File: src/design/reb_pkg.sv
`timescale 1ns / 1ps
// ----------------------------------------------------------------------------
// Rotary encoder package
// Shared types, codes and the quadrature transition table.
// ----------------------------------------------------------------------------
package reb_pkg;

  typedef enum logic [1:0] {
    ST_IDLE,
    ST_RUN,
    ST_WRITE
  } state_e;

  // Configuration register indexes
  localparam logic [1:0] CFG_TICKS     = 2'd0;
  localparam logic [1:0] CFG_DEBOUNCE  = 2'd1;
  localparam logic [1:0] CFG_LONGPRESS = 2'd2;

  // Button event codes
  localparam logic [1:0] EV_NONE  = 2'd0;
  localparam logic [1:0] EV_CLICK = 2'd1;
  localparam logic [1:0] EV_LONG  = 2'd2;

  // The divider retires one quotient bit per cycle over a 16-bit dividend.
  localparam logic [3:0] DIV_LAST = 4'd15;

  typedef struct packed {
    logic               done;
    logic signed [15:0] quot;
    logic [15:0]        rem;
  } div_res_t;

  // Index is {previous A, previous B, new A, new B}.
  function automatic logic signed [1:0] gray_step(input logic [3:0] idx);
    logic signed [1:0] step;
    case (idx)
      4'd1, 4'd7, 4'd8, 4'd14: step = -2'sd1;
      4'd2, 4'd4, 4'd11, 4'd13: step = 2'sd1;
      default: step = 2'sd0;
    endcase
    return step;
  endfunction

endpackage

File: src/design/reb_quad.sv
`timescale 1ns / 1ps
// ----------------------------------------------------------------------------
// Quadrature decoder
// Tracks the last A/B pair and accumulates a wrapping 16-bit count delta.
// ----------------------------------------------------------------------------
module reb_quad (
  input  logic        clk_i,
  input  logic        rst_ni,
  input  logic        sample_i,
  input  logic        pin_a_i,
  input  logic        pin_b_i,
  input  logic        clear_i,
  output logic [15:0] pending_o
);

  logic [1:0]        last_q;
  logic [15:0]       pending_q;
  logic [1:0]        ab;
  logic signed [1:0] step;

  assign ab   = {pin_a_i, pin_b_i};
  assign step = reb_pkg::gray_step({last_q, ab});

  always_ff @(posedge clk_i or negedge rst_ni) begin
    if (!rst_ni) begin
      last_q    <= 2'b11;
      pending_q <= 16'd0;
    end else if (sample_i) begin
      last_q    <= ab;
      pending_q <= pending_q + {{14{step[1]}}, step};
    end else if (clear_i) begin
      pending_q <= 16'd0;
    end
  end

  assign pending_o = pending_q;

endmodule

File: src/design/reb_div.sv
`timescale 1ns / 1ps
// ----------------------------------------------------------------------------
// Serial detent divider
// Signed 16-bit by unsigned 5-bit restoring division, one quotient bit per
// cycle, truncating toward zero.
// ----------------------------------------------------------------------------
module reb_div (
  input  logic               clk_i,
  input  logic               rst_ni,
  input  logic               start_i,
  input  logic signed [15:0] dividend_i,
  input  logic [4:0]         divisor_i,
  output reb_pkg::div_res_t  res_o
);

  logic        busy_q;
  logic        done_q;
  logic [3:0]  cnt_q;
  logic        neg_q;
  logic [15:0] dvd_q;
  logic [4:0]  rem_q;
  logic [4:0]  dvs_q;
  logic [5:0]  trial;
  logic [5:0]  diff;
  logic        fits;

  assign trial = {rem_q, dvd_q[15]};
  assign diff  = trial - {1'b0, dvs_q};
  assign fits  = (trial >= {1'b0, dvs_q});

  always_ff @(posedge clk_i or negedge rst_ni) begin
    if (!rst_ni) begin
      busy_q <= 1'b0;
      done_q <= 1'b0;
      cnt_q  <= 4'd0;
    end else begin
      done_q <= 1'b0;
      if (start_i) begin
        busy_q <= 1'b1;
        cnt_q  <= 4'd0;
      end else if (busy_q) begin
        cnt_q <= cnt_q + 4'd1;
        if (cnt_q == reb_pkg::DIV_LAST) begin
          busy_q <= 1'b0;
          done_q <= 1'b1;
        end
      end
    end
  end

  // The dividend register shifts out magnitude bits and takes in quotient bits.
  always_ff @(posedge clk_i) begin
    if (start_i) begin
      neg_q <= dividend_i[15];
      dvd_q <= dividend_i[15] ? 16'(-dividend_i) : 16'(dividend_i);
      rem_q <= 5'd0;
      dvs_q <= divisor_i;
    end else if (busy_q) begin
      dvd_q <= {dvd_q[14:0], fits};
      rem_q <= fits ? diff[4:0] : trial[4:0];
    end
  end

  assign res_o.done = done_q;
  assign res_o.quot = neg_q ? $signed(16'd0 - dvd_q) : $signed(dvd_q);
  assign res_o.rem  = neg_q ? (16'd0 - {11'd0, rem_q}) : {11'd0, rem_q};

endmodule

File: src/design/reb_button.sv
`timescale 1ns / 1ps
// ----------------------------------------------------------------------------
// Button debouncer
// Accepts a level change after the debounce time and classifies releases as
// click or long press, in two steps after each poll.
// ----------------------------------------------------------------------------
module reb_button (
  input  logic        clk_i,
  input  logic        rst_ni,
  input  logic        start_i,
  input  logic        level_i,
  input  logic [31:0] time_i,
  input  logic [15:0] debounce_i,
  input  logic [15:0] longpress_i,
  output logic [1:0]  event_o
);

  logic        chk_q;
  logic        app_q;
  logic        chg_q;
  logic        stable_q;
  logic [31:0] press_q;
  logic [31:0] change_q;
  logic [1:0]  event_q;
  logic        lvl_q;
  logic [31:0] t_q;
  logic [31:0] since_change;
  logic [31:0] held;

  assign since_change = t_q - change_q;
  assign held         = t_q - press_q;

  always_ff @(posedge clk_i or negedge rst_ni) begin
    if (!rst_ni) begin
      chk_q    <= 1'b0;
      app_q    <= 1'b0;
      chg_q    <= 1'b0;
      stable_q <= 1'b1;
      press_q  <= 32'd0;
      change_q <= 32'd0;
      event_q  <= reb_pkg::EV_NONE;
    end else begin
      chk_q <= start_i;
      app_q <= chk_q;
      if (start_i) begin
        event_q <= reb_pkg::EV_NONE;
      end
      if (chk_q) begin
        chg_q <= (lvl_q != stable_q) && (since_change > {16'd0, debounce_i});
      end
      if (app_q && chg_q) begin
        change_q <= t_q;
        stable_q <= lvl_q;
        if (!lvl_q) begin
          press_q <= t_q;
        end else begin
          event_q <= (held >= {16'd0, longpress_i}) ? reb_pkg::EV_LONG : reb_pkg::EV_CLICK;
        end
      end
    end
  end

  always_ff @(posedge clk_i) begin
    if (start_i) begin
      lvl_q <= level_i;
      t_q   <= time_i;
    end
  end

  assign event_o = event_q;

endmodule

File: src/design/rotary_encoder_with_button.sv
`timescale 1ns / 1ps
// ----------------------------------------------------------------------------
// Rotary encoder with push button
// Quadrature decoder, serial detent divider and debounced button.
// ----------------------------------------------------------------------------
//  Channel   Direction  Handshake               Payload
//  in        input      in_valid_i/in_ready_o   action, pin_a, pin_b,
//                                               button_level, time_ms
//  out       output     out_valid_o/out_ready_i steps, button_event
//  cfg       input      cfg_we_i                cfg_idx_i, cfg_data_i
//
// A sample transaction produces no result; the block stays ready for the next one.
// Once a poll is accepted, the divider retires one quotient bit per cycle,
// signals completion, and the write state then moves the result into the
// output register. The next transaction is accepted once the block has
// returned to the idle state.
// While the output register is full, a finished poll waits in the write state;
// further inputs are accepted only once it has moved out.
// Reset restores all state at once; there is no clearing pass.
// ----------------------------------------------------------------------------
module rotary_encoder_with_button (
  input  logic               clk_i,
  input  logic               rst_ni,
  input  logic               in_valid_i,
  output logic               in_ready_o,
  input  logic               action_i,
  input  logic               pin_a_i,
  input  logic               pin_b_i,
  input  logic               button_level_i,
  input  logic [31:0]        time_ms_i,
  output logic               out_valid_o,
  input  logic               out_ready_i,
  output logic signed [15:0] steps_o,
  output logic [1:0]         button_event_o,
  input  logic               cfg_we_i,
  input  logic [1:0]         cfg_idx_i,
  input  logic [15:0]        cfg_data_i
);

  reb_pkg::state_e   state_q, state_d;
  reb_pkg::div_res_t div_res;

  logic [4:0]         ticks_q;
  logic [15:0]        debounce_q;
  logic [15:0]        longpress_q;
  logic [15:0]        detent_rem_q;
  logic               out_valid_q;
  logic signed [15:0] steps_q;
  logic [1:0]         event_q;
  logic [15:0]        pending;
  logic [1:0]         btn_event;
  logic               accept;
  logic               sample;
  logic               poll;
  logic               load;
  logic [15:0]        acc;
  logic [4:0]         divisor;

  assign accept  = in_valid_i && in_ready_o;
  assign sample  = accept && !action_i;
  assign poll    = accept && action_i;
  assign acc     = detent_rem_q + pending;
  assign divisor = (ticks_q == 5'd0) ? 5'd1 : ticks_q;

  always_ff @(posedge clk_i or negedge rst_ni) begin
    if (!rst_ni) begin
      ticks_q     <= 5'd4;
      debounce_q  <= 16'd20;
      longpress_q <= 16'd600;
    end else if (cfg_we_i) begin
      case (cfg_idx_i)
        reb_pkg::CFG_TICKS:     ticks_q     <= cfg_data_i[4:0];
        reb_pkg::CFG_DEBOUNCE:  debounce_q  <= cfg_data_i;
        reb_pkg::CFG_LONGPRESS: longpress_q <= cfg_data_i;
        default: ;
      endcase
    end
  end

  reb_quad u_quad (
    .clk_i     (clk_i),
    .rst_ni    (rst_ni),
    .sample_i  (sample),
    .pin_a_i   (pin_a_i),
    .pin_b_i   (pin_b_i),
    .clear_i   (poll),
    .pending_o (pending)
  );

  reb_div u_div (
    .clk_i      (clk_i),
    .rst_ni     (rst_ni),
    .start_i    (poll),
    .dividend_i ($signed(acc)),
    .divisor_i  (divisor),
    .res_o      (div_res)
  );

  reb_button u_button (
    .clk_i       (clk_i),
    .rst_ni      (rst_ni),
    .start_i     (poll),
    .level_i     (button_level_i),
    .time_i      (time_ms_i),
    .debounce_i  (debounce_q),
    .longpress_i (longpress_q),
    .event_o     (btn_event)
  );

  always_comb begin
    state_d = state_q;
    case (state_q)
      reb_pkg::ST_IDLE: begin
        if (poll) state_d = reb_pkg::ST_RUN;
      end
      reb_pkg::ST_RUN: begin
        if (div_res.done) state_d = reb_pkg::ST_WRITE;
      end
      reb_pkg::ST_WRITE: begin
        if (!out_valid_q || out_ready_i) state_d = reb_pkg::ST_IDLE;
      end
      default: state_d = reb_pkg::ST_IDLE;
    endcase
  end

  always_comb begin
    in_ready_o = 1'b0;
    load       = 1'b0;
    case (state_q)
      reb_pkg::ST_IDLE:  in_ready_o = 1'b1;
      reb_pkg::ST_WRITE: load = !out_valid_q || out_ready_i;
      default: ;
    endcase
  end

  always_ff @(posedge clk_i or negedge rst_ni) begin
    if (!rst_ni) begin
      state_q      <= reb_pkg::ST_IDLE;
      out_valid_q  <= 1'b0;
      detent_rem_q <= 16'd0;
    end else begin
      state_q <= state_d;
      if (load) begin
        out_valid_q  <= 1'b1;
        detent_rem_q <= div_res.rem;
      end else if (out_ready_i) begin
        out_valid_q <= 1'b0;
      end
    end
  end

  always_ff @(posedge clk_i) begin
    if (load) begin
      steps_q <= div_res.quot;
      event_q <= btn_event;
    end
  end

  assign out_valid_o    = out_valid_q;
  assign steps_o        = steps_q;
  assign button_event_o = event_q;

  a_done_in_run : assert property (@(posedge clk_i) disable iff (!rst_ni)
    div_res.done |-> state_q == reb_pkg::ST_RUN)
    else $error("divider finished outside a running poll");

  a_poll_runs : assert property (@(posedge clk_i) disable iff (!rst_ni)
    poll |=> state_q == reb_pkg::ST_RUN)
    else $error("accepted poll did not start the divider");

  a_load_shows : assert property (@(posedge clk_i) disable iff (!rst_ni)
    load |=> out_valid_q && state_q == reb_pkg::ST_IDLE)
    else $error("finished poll was not placed in the output register");

  a_event_code : assert property (@(posedge clk_i) disable iff (!rst_ni)
    out_valid_q |-> event_q != 2'd3)
    else $error("invalid button event code");

endmodule

File: config.mk
export PLATFORM = sky130hd
export DESIGN_NAME = rotary_encoder_with_button
export DESIGN_NICKNAME = d
export VERILOG_FILES = /design/src/design/reb_pkg.sv /design/src/design/reb_quad.sv /design/src/design/reb_div.sv /design/src/design/reb_button.sv /design/src/design/rotary_encoder_with_button.sv
export SDC_FILE = /design/constraint.sdc
export NUM_CORES = 1
export LEC_CHECK = 0
export BUFFER_PORTS_ARGS = -buffer_cell sky130_fd_sc_hd__buf_2
export CORE_MARGIN = 2
export CORE_UTILIZATION = 60
export CTS_CLUSTER_DIAMETER = 150
export DETAILED_ROUTE_END_ITERATION = 7
export PLACE_DENSITY_LB_ADDON = 0.2
export SYNTH_ARGS = -nofsm -noshare
export SYNTH_HDL_FRONTEND = slang
export SYNTH_SLANG_ARGS = --single-unit
File: constraint.sdc
create_clock -name clk_i -period 8.4 [get_ports clk_i]
set_input_delay 1.68 -clock clk_i [delete_from_list [all_inputs] [get_ports clk_i]]
set_output_delay 1.68 -clock clk_i [all_outputs]
set_load 0.02 [all_outputs]
==> results of run 1 <==
==> critical path, cell delays in order, from the launching register on <==
cell and delay, ns:
edfxtp_1 0.35, inv_1 0.11, ha_1 0.19, inv_1 0.06
fa_1 0.43, a211oi_1 0.34, o21ai_0 0.21, a21o_1 0.21
a21o_1 0.20, a21o_1 0.19, a211oi_1 0.22, a221oi_1 0.08
ha_1 0.32, a21oi_1 0.17, nand2_1 0.07, a21oi_1 0.15
a21o_1 0.12, a21o_1 0.16, o2111ai_1 0.12, a2111oi_0 0.64
nand3_1 0.17, nor4_1 0.27, a31oi_1 0.11
==> flip-flops by register name, summed over array words and instances (netlist names), 16 cells and up <==
signal and flops:
u_button.t_q 32, u_div.dvd_q 16, u_quad.pending_o 16, longpress_q 16
debounce_q 16, steps_o 16, u_button.change_q 32, u_button.press_q 32
==> area by class of cell <==
type | count | area [um^2]
tap | 324 | 405
fill | 1938 | 7980
clock inverter | 16 | 195
clock buffer | 32 | 683
sequential | 218 | 5810
inverter | 133 | 499
multi-input combinational | 1101 | 8190
timing repair buffer | 81 | 419
==> metal layers <==
metal,global-route usage,wire length (um),up-vias
met2,0.399,14100,258
met1,0.356,15300,5329
met3,0.0322,1430,59
met5,0,0,-
li1,-,-,5538
met4,0.0680,798,0
==> placed cells by master, fill, tap and decap left out, drive strengths merged, types with 39 or more instances in the layout <==
cell type and n:
o21ai 101, xor2 39, inv 133, dfrtp 130, nand2 126, buf 81
ha 137, mux2 99, edfxtp 73, xnor2 62, a21oi 86, nor2 79
==> metrics by stage <==
step / setup slack [ns] / std cells
finish: 3.36 / 1905
detailed placement: 3.10 / 1857
CTS: 3.47 / 1905
global placement: 3.20 / 1857
floorplan: 3.59 / 1492
global route: 2.88 / 1905
==> power breakdown <==
part           total, mW  switching [mW]  internal [mW]
sequential          1.79           0.287           1.51
clock               1.14           0.443          0.700
combinational       4.27            2.39           1.88
total               7.21            3.12           4.09
==> logic make-up (layout without fill, tap and decap cells) <==
logic type / after synthesis / in the layout / share of synthesized area
buf+inv: 173 / 262 / 0.0448
flops: 218 / 218 / 0.396
compound gates: 365 / 365 / 0.164
simple gates: 383 / 383 / 0.126
fa+ha+maj: 142 / 142 / 0.124
xor+xnor: 101 / 101 / 0.0604
mux: 110 / 110 / 0.0845
==> worst max path at each step <==
| stage | end | cells after the start | slack, ns |
|---|---|---|---|
| 2_1_floorplan | u_quad.pending_o[14] | 14 | 3.59 |
| 3_3_place_gp | u_quad.pending_o[14] | 15 | 3.20 |
| 3_5_place_dp | u_quad.pending_o[14] | 15 | 3.10 |
| 4_1_cts | u_button.chg_q | 22 | 3.47 |
| 5_1_grt | u_button.chg_q | 22 | 2.88 |
| 6_report | u_button.chg_q | 22 | 3.36 |
==> results_dict.tcl, run 1 <==
set metrics [dict create \
    hold_violations 0 \
    root_buffer "clkbuf_16" \
    reg2reg_slack_ns 3.36 \
    syn-num-nets 1693 \
    die_w_um 160 \
    hold_end "state_q[0]" \
    drc_errors 0 \
    holdCritStartpoint "u_div.done_q" \
    die_h_um 160 \
    drt-total-wl_um 31700 \
    whs_path_depth 1 \
    setup_tns_ns 0 \
    worst_slew_pin_slew_ns 1.18 \
    r2r_start "u_button.t_q[0]" \
    num_rows 57 \
    cts_tree "done" \
    ys_seq_elements 218 \
    detail_route.iter0.violations 598 \
    drive_gt1_frac 0.155 \
    drv_cap 0 \
    vias 11184 \
    initial_core_util 0.606 \
    overflow 0 \
    viasPerCell 5.87 \
    synth.largest_area_cell "dfrtp_1" \
    setup_violations 0 \
    seq_area_frac_synth 0.396 \
    hpwl_um 23200 \
    placed_cell_area_mm2 0.0153 \
    grt_pass1_wl_um 52500 \
    relSlewSlack 0.211 \
    vdd_drop_max_mv 0.290 \
    rsz0062_at_grt "no" \
    yosysMostFrequentCell "ha_1" \
    drtAntennaViolNets 0 \
    dieArea_mm2 0.0257 \
    area_delta_synth_final_pct 10.5 \
    final_max_slew_viol_count 0 \
    period_share 0.600 \
    cts_buffers 26 \
    clock_latency_ns 0.54 \
    endpoint_kind "flip-flop" \
    clock_sinks 218 \
    crit_fanout 4 \
    synth_edf_count 73 \
    synth_area_mm2 0.0147 \
    gp_congestion 0.939 \
    hold-worst-slack_ns 0.464 \
    dr.pass1.iters 5 \
    async_flop_share 0.642 \
    io_buffers 78 \
    cts_resized 0 \
    grt_max_degree 91 \
    finClkSkew_ns 0.0185 \
    cts_hold_buf 0 \
    cp-startpoint "u_button.t_q[0]" \
    start_kind "flip-flop" \
    hp-class "flip-flop to flip-flop" \
    final_area_mm2 0.0162 \
    netlist_instances 1492 \
    ys_top_cells_by_area "dfrtp_1 (22%), edfxtp_1 (15%), ha_1 (12%)" \
    clock_path_buffers 3 \
    pin_count 79 \
    r2r-end "u_button.chg_q" \
    crit_type "flip-flop to flip-flop" \
    cts_setup_buffers 0 \
    antenna_found_initial 1 \
    htreeDepth 1 \
    diodes 0 \
    status "complete, no violations" \
    synth_top_area_share 0.222 \
    grt.total_usage 0.248 \
    fmax_ghz 0.198 \
    crit_arrival_ns 5.45 \
    nets 1762 \
    cp.required_ns 8.81 \
    synth_cell_types 84 \
    synthFlopType "dfrtp_1" \
    synthTopCellsByCount "ha_1 (137), inv_1 (132), dfrtp_1 (130)" \
    fin_crit_ns 5.04 \
    finalPower_mw 7.21 \
    wire_per_inst_um 16.6 \
    core_area_mm2 0.0242 \
    grt_pass1_vias 10701 \
    power_density_mw_per_mm2 445 \
    leakage_nw 7.23 \
    cts.clk_slew.worst_paths_ns 0.06 \
    final_util 0.670 \
    synth_warnings 0 \
    synth.avg_cell_area_um2 9.82 \
    reg2regPathDepth 22 \
]
Note: power is estimated with default switching activity, not from simulation.
==> inputs of run 2 (changes only) <==
- clock period: 8.4 -> 5.25 ns (I/O delays scaled with it)
==> results_dict.tcl, run 2 (same netlist as run 1, synthesis figures left out) <==
set metrics [dict create \
    clock_sinks 218 \
    dieArea_mm2 0.0257 \
    endpoint_kind "flip-flop" \
    fmax_ghz 0.209 \
    fin_crit_ns 4.79 \
    setup_violations 0 \
    period_share 0.912 \
    io_buffers 78 \
    status "complete, no violations" \
    grt_pass1_wl_um 54400 \
    cts_tree "done" \
    crit_fanout 4 \
    switchingPower_mw 4.94 \
    hpwl_um 24000 \
    root_buffer "clkbuf_16" \
    mostFrequentLayoutCells "ha_1 (137), inv_1 (132), dfrtp_1 (130)" \
    area_delta_synth_final_pct 10.4 \
    crit_top_cell "a21o_1" \
    hold_violations 0 \
    htreeDepth 1 \
    vdd_drop_max_mv 0.482 \
    cts_setup_buffers 0 \
    diodes 0 \
    cpMaxStageDelayCell "a2111oi_1" \
    seq_area_mm2 0.00581 \
    die_w_um 160 \
    r2r_start "u_button.t_q[0]" \
    intPower_mw 6.48 \
    fill_cells 1886 \
    seqPwrFrac 0.251 \
    final_max_slew_viol_count 0 \
    hp-class "flip-flop to flip-flop" \
    worst_slew_pin_slew_ns 0.979 \
    crit_family "compound AO/OA/AOI/OAI gates" \
    cp.required_ns 5.66 \
    die_h_um 160 \
    drv_cap 0 \
    wire_per_inst_um 16.7 \
    viasPerCell 5.87 \
    grt_max_degree 70 \
    pin_count 79 \
    power_density_mw_per_mm2 706 \
    crit_arrival_ns 5.20 \
    final_cells 1905 \
    p_comb_frac 0.595 \
    initial_core_util 0.606 \
    gp_congestion 0.894 \
    drive_gt1_frac 0.158 \
    nets 1763 \
    dp.cells 1859 \
    reg2reg_slack_ns 0.46 \
    drt-total-wl_um 31800 \
    r2r-end "u_button.chg_q" \
    drtAntennaViolNets 0 \
    vias 11187 \
    setup_tns_ns 0 \
    path_buf_inv 2 \
    whs_path_depth 0 \
    crit_type "flip-flop to flip-flop" \
    clock_latency_ns 0.54 \
    top_regs "u_button.change_q (32), u_button.press_q (32), u_button.t_q (32)" \
    drc_errors 0 \
    antenna_found_initial 0 \
    p_sw_frac 0.432 \
    final_common_cell "ha_1" \
    cpPeakStageDelay_ns 0.49 \
    final_util 0.669 \
    finClkSkew_ns 0.0177 \
    cts_buffers 25 \
    cp_cell_sequence "inv_1 > ha_1 > inv_1 > fa_1 > a211oi_2 > o21ai_0 > a21o_1 > a21o_1 > a21o_1 > a211oi_1 > a221oi_1 > ha_1 > nand4_1 > a2111oi_0 > a211oi_1 > a21o_1 > o2111ai_1 > a2111oi_1 > nand3_1 > nor4_1 > a31oi_1" \
    grt_pass1_vias 10986 \
    detail_route.iter0.violations 714 \
    grt.total_usage 0.256 \
    multi_input_area_mm2 0.00819 \
    num_rows 57 \
    hold_end "u_button.app_q" \
    start_kind "flip-flop" \
    reg2regPathDepth 21 \
    leakage_nw 7.24 \
    cts.clk_slew.worst_paths_ns 0.07 \
    holdCritStartpoint "u_button.chk_q" \
    rsz0062_at_grt "no" \
    clock_path_buffers 3 \
    dr.pass1.iters 6 \
    core_area_mm2 0.0242 \
    overflow 0 \
    relSlewSlack 0.345 \
    p_clk_frac 0.154 \
]
[run 2: cell types whose count changed in the layout (fill, tap and decap cells not counted), sizes merged]
cell and change:
clkbuf +5, clkinv -5, buf +2, bufinv -2, clkinvlp -1, inv +1
[run 2: stage by stage]
stage | setup slack (ns) | cell area (um^2) | hold WS [ns] | total power, mW
finish | 0.460 | 16200 | 0.453 | 11.4
global route | 0.0801 | 16200 | 0.460 | 12.5
CTS | 0.285 | 16200 | 0.443 | 11.4
detailed placement | 0.369 | 15300 | 0.449 | 9.61
global placement | 0.518 | 15300 | 0.448 | 9.40
floorplan | 1.07 | 14700 | 0.383 | 8.26
[run 2: what timing repair did]
| action | in CTS | in global routing |
|---|---|---|
| endpoints found under the setup margin | 0 | 1 |
| hold buffers | 0 | 0 |
| gates resized for setup | 0 | 2 |
[run 2: how the worst max path moves through the flow]
stage	to	slack [ns]	depth (start not counted)	startpoint
3_5_place_dp	u_button.chg_q	0.37	21	u_button.t_q[0]
5_1_grt	u_button.chg_q	0.08	21	u_button.t_q[0]
3_3_place_gp	u_button.chg_q	0.52	21	u_button.t_q[0]
2_1_floorplan	u_quad.pending_o[14]	1.07	14	pin_a_i
6_report	u_button.chg_q	0.46	21	u_button.t_q[0]
4_1_cts	u_button.chg_q	0.28	21	u_button.t_q[0]
[run 2: worst reg2reg max path, cell delays in order (launching register included)]
cell	delay, ns
edfxtp_1	0.35
inv_1	0.12
ha_1	0.19
inv_1	0.06
fa_1	0.43
a211oi_2	0.26
o21ai_0	0.19
a21o_1	0.21
a21o_1	0.22
a21o_1	0.19
a211oi_1	0.24
a221oi_1	0.10
ha_1	0.33
nand4_1	0.15
a2111oi_0	0.09
a211oi_1	0.24
a21o_1	0.17
o2111ai_1	0.13
a2111oi_1	0.49
nand3_1	0.14
nor4_1	0.24
a31oi_1	0.11
[run 2: final cells by class]
| cell class | count | area share |
|---|---|---|
| multi-input cells | 1101 | 0.506 |
| flip-flops and latches | 218 | 0.359 |
| clock buffers | 37 | 0.0445 |
| inverters | 133 | 0.0309 |
| repair buffers | 83 | 0.0268 |
| well taps | 324 | 0.0251 |
| clock inverters | 9 | 0.00735 |
[run 2: metal layers]
layer	track usage	up-vias	share of wire
met1	0.361	5320	0.47
met3	0.0408	46	0.057
met2	0.420	272	0.45
met5	0	-	0
met4	0.0549	0	0.019
li1	-	5549	-
[run 2: power by group through the flow]
stage / combinational, mW / clock [mW] / sequential (mW)
final: 6.79 / 1.76 / 2.86
after CTS: 6.76 / 1.79 / 2.86
after floorplan: 5.54 / 0 / 2.72
after global placement: 6.54 / 0 / 2.86
after global routing: 7.68 / 1.87 / 2.95
after detailed placement: 6.71 / 0 / 2.89
==> inputs of run 3 (changes only) <==
- BUFFER_PORTS_ARGS: -buffer_cell sky130_fd_sc_hd__buf_2 -> -buffer_cell sky130_fd_sc_hd__buf_4
==> results_dict.tcl, run 3 (same netlist as run 1, synthesis figures left out) <==
set metrics [dict create \
    hold-worst-slack_ns 0.472 \
    detail_route.iter0.violations 676 \
    top_regs "u_button.change_q (32), u_button.press_q (32), u_button.t_q (32)" \
    cpMaxStageDelayCell "a2111oi_0" \
    cpPeakStageDelay_ns 0.56 \
    clock_path_buffers 3 \
    finalPower_mw 11.4 \
    antenna_found_initial 0 \
    drt-total-wl_um 32200 \
    clock_sinks 218 \
    final_area_mm2 0.0163 \
    cts_resized 0 \
    placed_cell_area_mm2 0.0155 \
    reg2regPathDepth 21 \
    worst_slew_pin_slew_ns 1.16 \
    dr.pass1.iters 7 \
    grt.total_usage 0.254 \
    root_buffer "clkbuf_16" \
    cp-startpoint "u_button.t_q[0]" \
    setup_violations 0 \
    dieArea_mm2 0.0257 \
    diodes 0 \
    wire_per_inst_um 17.0 \
    cts_hold_buf 0 \
    die_h_um 160 \
    hold_violations 0 \
    mostFrequentLayoutCells "ha_1 (137), inv_1 (132), dfrtp_1 (130)" \
    holdCritStartpoint "u_button.stable_q" \
    num_rows 57 \
    r2r_start "u_button.t_q[0]" \
    fin_crit_ns 4.92 \
    start_kind "flip-flop" \
    crit_top_cell "a21o_1" \
    drive_gt1_frac 0.156 \
    cts_buffers 24 \
    pin_count 79 \
    power_density_mw_per_mm2 700 \
    cp_cell_sequence "inv_1 > ha_1 > inv_1 > fa_1 > a211oi_1 > o21ai_0 > a21o_1 > a21o_1 > a21o_1 > a211oi_1 > a221oi_1 > ha_1 > nand4_1 > a2111oi_0 > a211oi_1 > a21o_1 > o2111ai_1 > a2111oi_0 > nand3_1 > nor4_1 > a31oi_1" \
    vdd_drop_max_mv 0.408 \
    gp_congestion 0.901 \
    crit_type "flip-flop to flip-flop" \
    vias 11249 \
    final_common_cell "ha_1" \
    nets 1761 \
    area_delta_synth_final_pct 11.6 \
    hp-class "flip-flop to flip-flop" \
    cts_tree "done" \
    io_buffers 78 \
    clock_latency_ns 0.52 \
    cp.required_ns 5.63 \
    final_cells 1902 \
    dp.cells 1858 \
    cts_setup_buffers 0 \
    cts.clk_slew.worst_paths_ns 0.06 \
    rsz0062_at_grt "no" \
    grt_pass1_wl_um 53500 \
    hpwl_um 24000 \
    grt_max_degree 67 \
    overflow 0 \
    drtAntennaViolNets 0 \
    status "complete, no violations" \
    period_share 0.937 \
    endpoint_kind "flip-flop" \
    setup_tns_ns 0 \
    initial_core_util 0.606 \
    fmax_ghz 0.203 \
    htreeDepth 1 \
    finClkSkew_ns 0.0101 \
    crit_arrival_ns 5.30 \
    die_w_um 160 \
    leakage_nw 7.30 \
    drc_errors 0 \
    relSlewSlack 0.224 \
    crit_fanout 4 \
    final_max_slew_viol_count 0 \
    viasPerCell 5.91 \
    core_area_mm2 0.0242 \
    drv_cap 0 \
    grt_pass1_vias 10984 \
    whs_path_depth 2 \
]
==> run 3: area by class of cell <==
class	count	area (um^2)
inverter	133	499
timing repair buffer	82	619
clock buffer	35	703
multi-input combinational	1101	8190
fill	1928	7830
sequential	218	5810
tap	324	405
clock inverter	9	123
==> run 3: worst paths after layout <==
check / endpoint / slack, ns
max: u_button.chg_q / 0.33
min: u_button.stable_q / 0.47
max reg2reg: u_button.chg_q / 0.33
min reg2reg: u_button.stable_q / 0.47
max in group asynchronous: u_button.change_q[4] / 3.63
min in group asynchronous: u_button.change_q[15] / 0.55
==> run 3: metrics by stage <==
stage | utilization | worst slack, ns
finish | 0.676 | 0.332
global route | 0.676 | 0.0216
CTS | 0.676 | 0.316
detailed placement | 0.642 | 0.392
global placement | 0.642 | 0.488
floorplan | - | 1.07
==> run 3: where the power goes <==
group / leakage, nW / internal (mW) / switching, mW
logic: 4.47 / 3.03 / 3.78
registers: 2.42 / 2.41 / 0.459
clock network: 0.408 / 1.08 / 0.686
total: 7.30 / 6.51 / 4.93
==> run 3: metal layers <==
| layer | GRT usage | up-vias | share of wire |
|---|---|---|---|
| li1 | - | 5542 | - |
| met1 | 0.343 | 5396 | 0.46 |
| met2 | 0.423 | 257 | 0.46 |
| met3 | 0.0468 | 54 | 0.054 |
| met4 | 0.0684 | 0 | 0.026 |
| met5 | 0 | - | 0 |
==> run 3: worst max-delay path: cells and delay by family, from the launching register on <==
kind                       cells  cell delay (ns)
and+or+nand+nor                3             0.54
DFF                            1             0.37
adders and majority gates      3             0.95
buffers and inverters          2             0.19
AOI/OAI and AO/OA             13             2.74
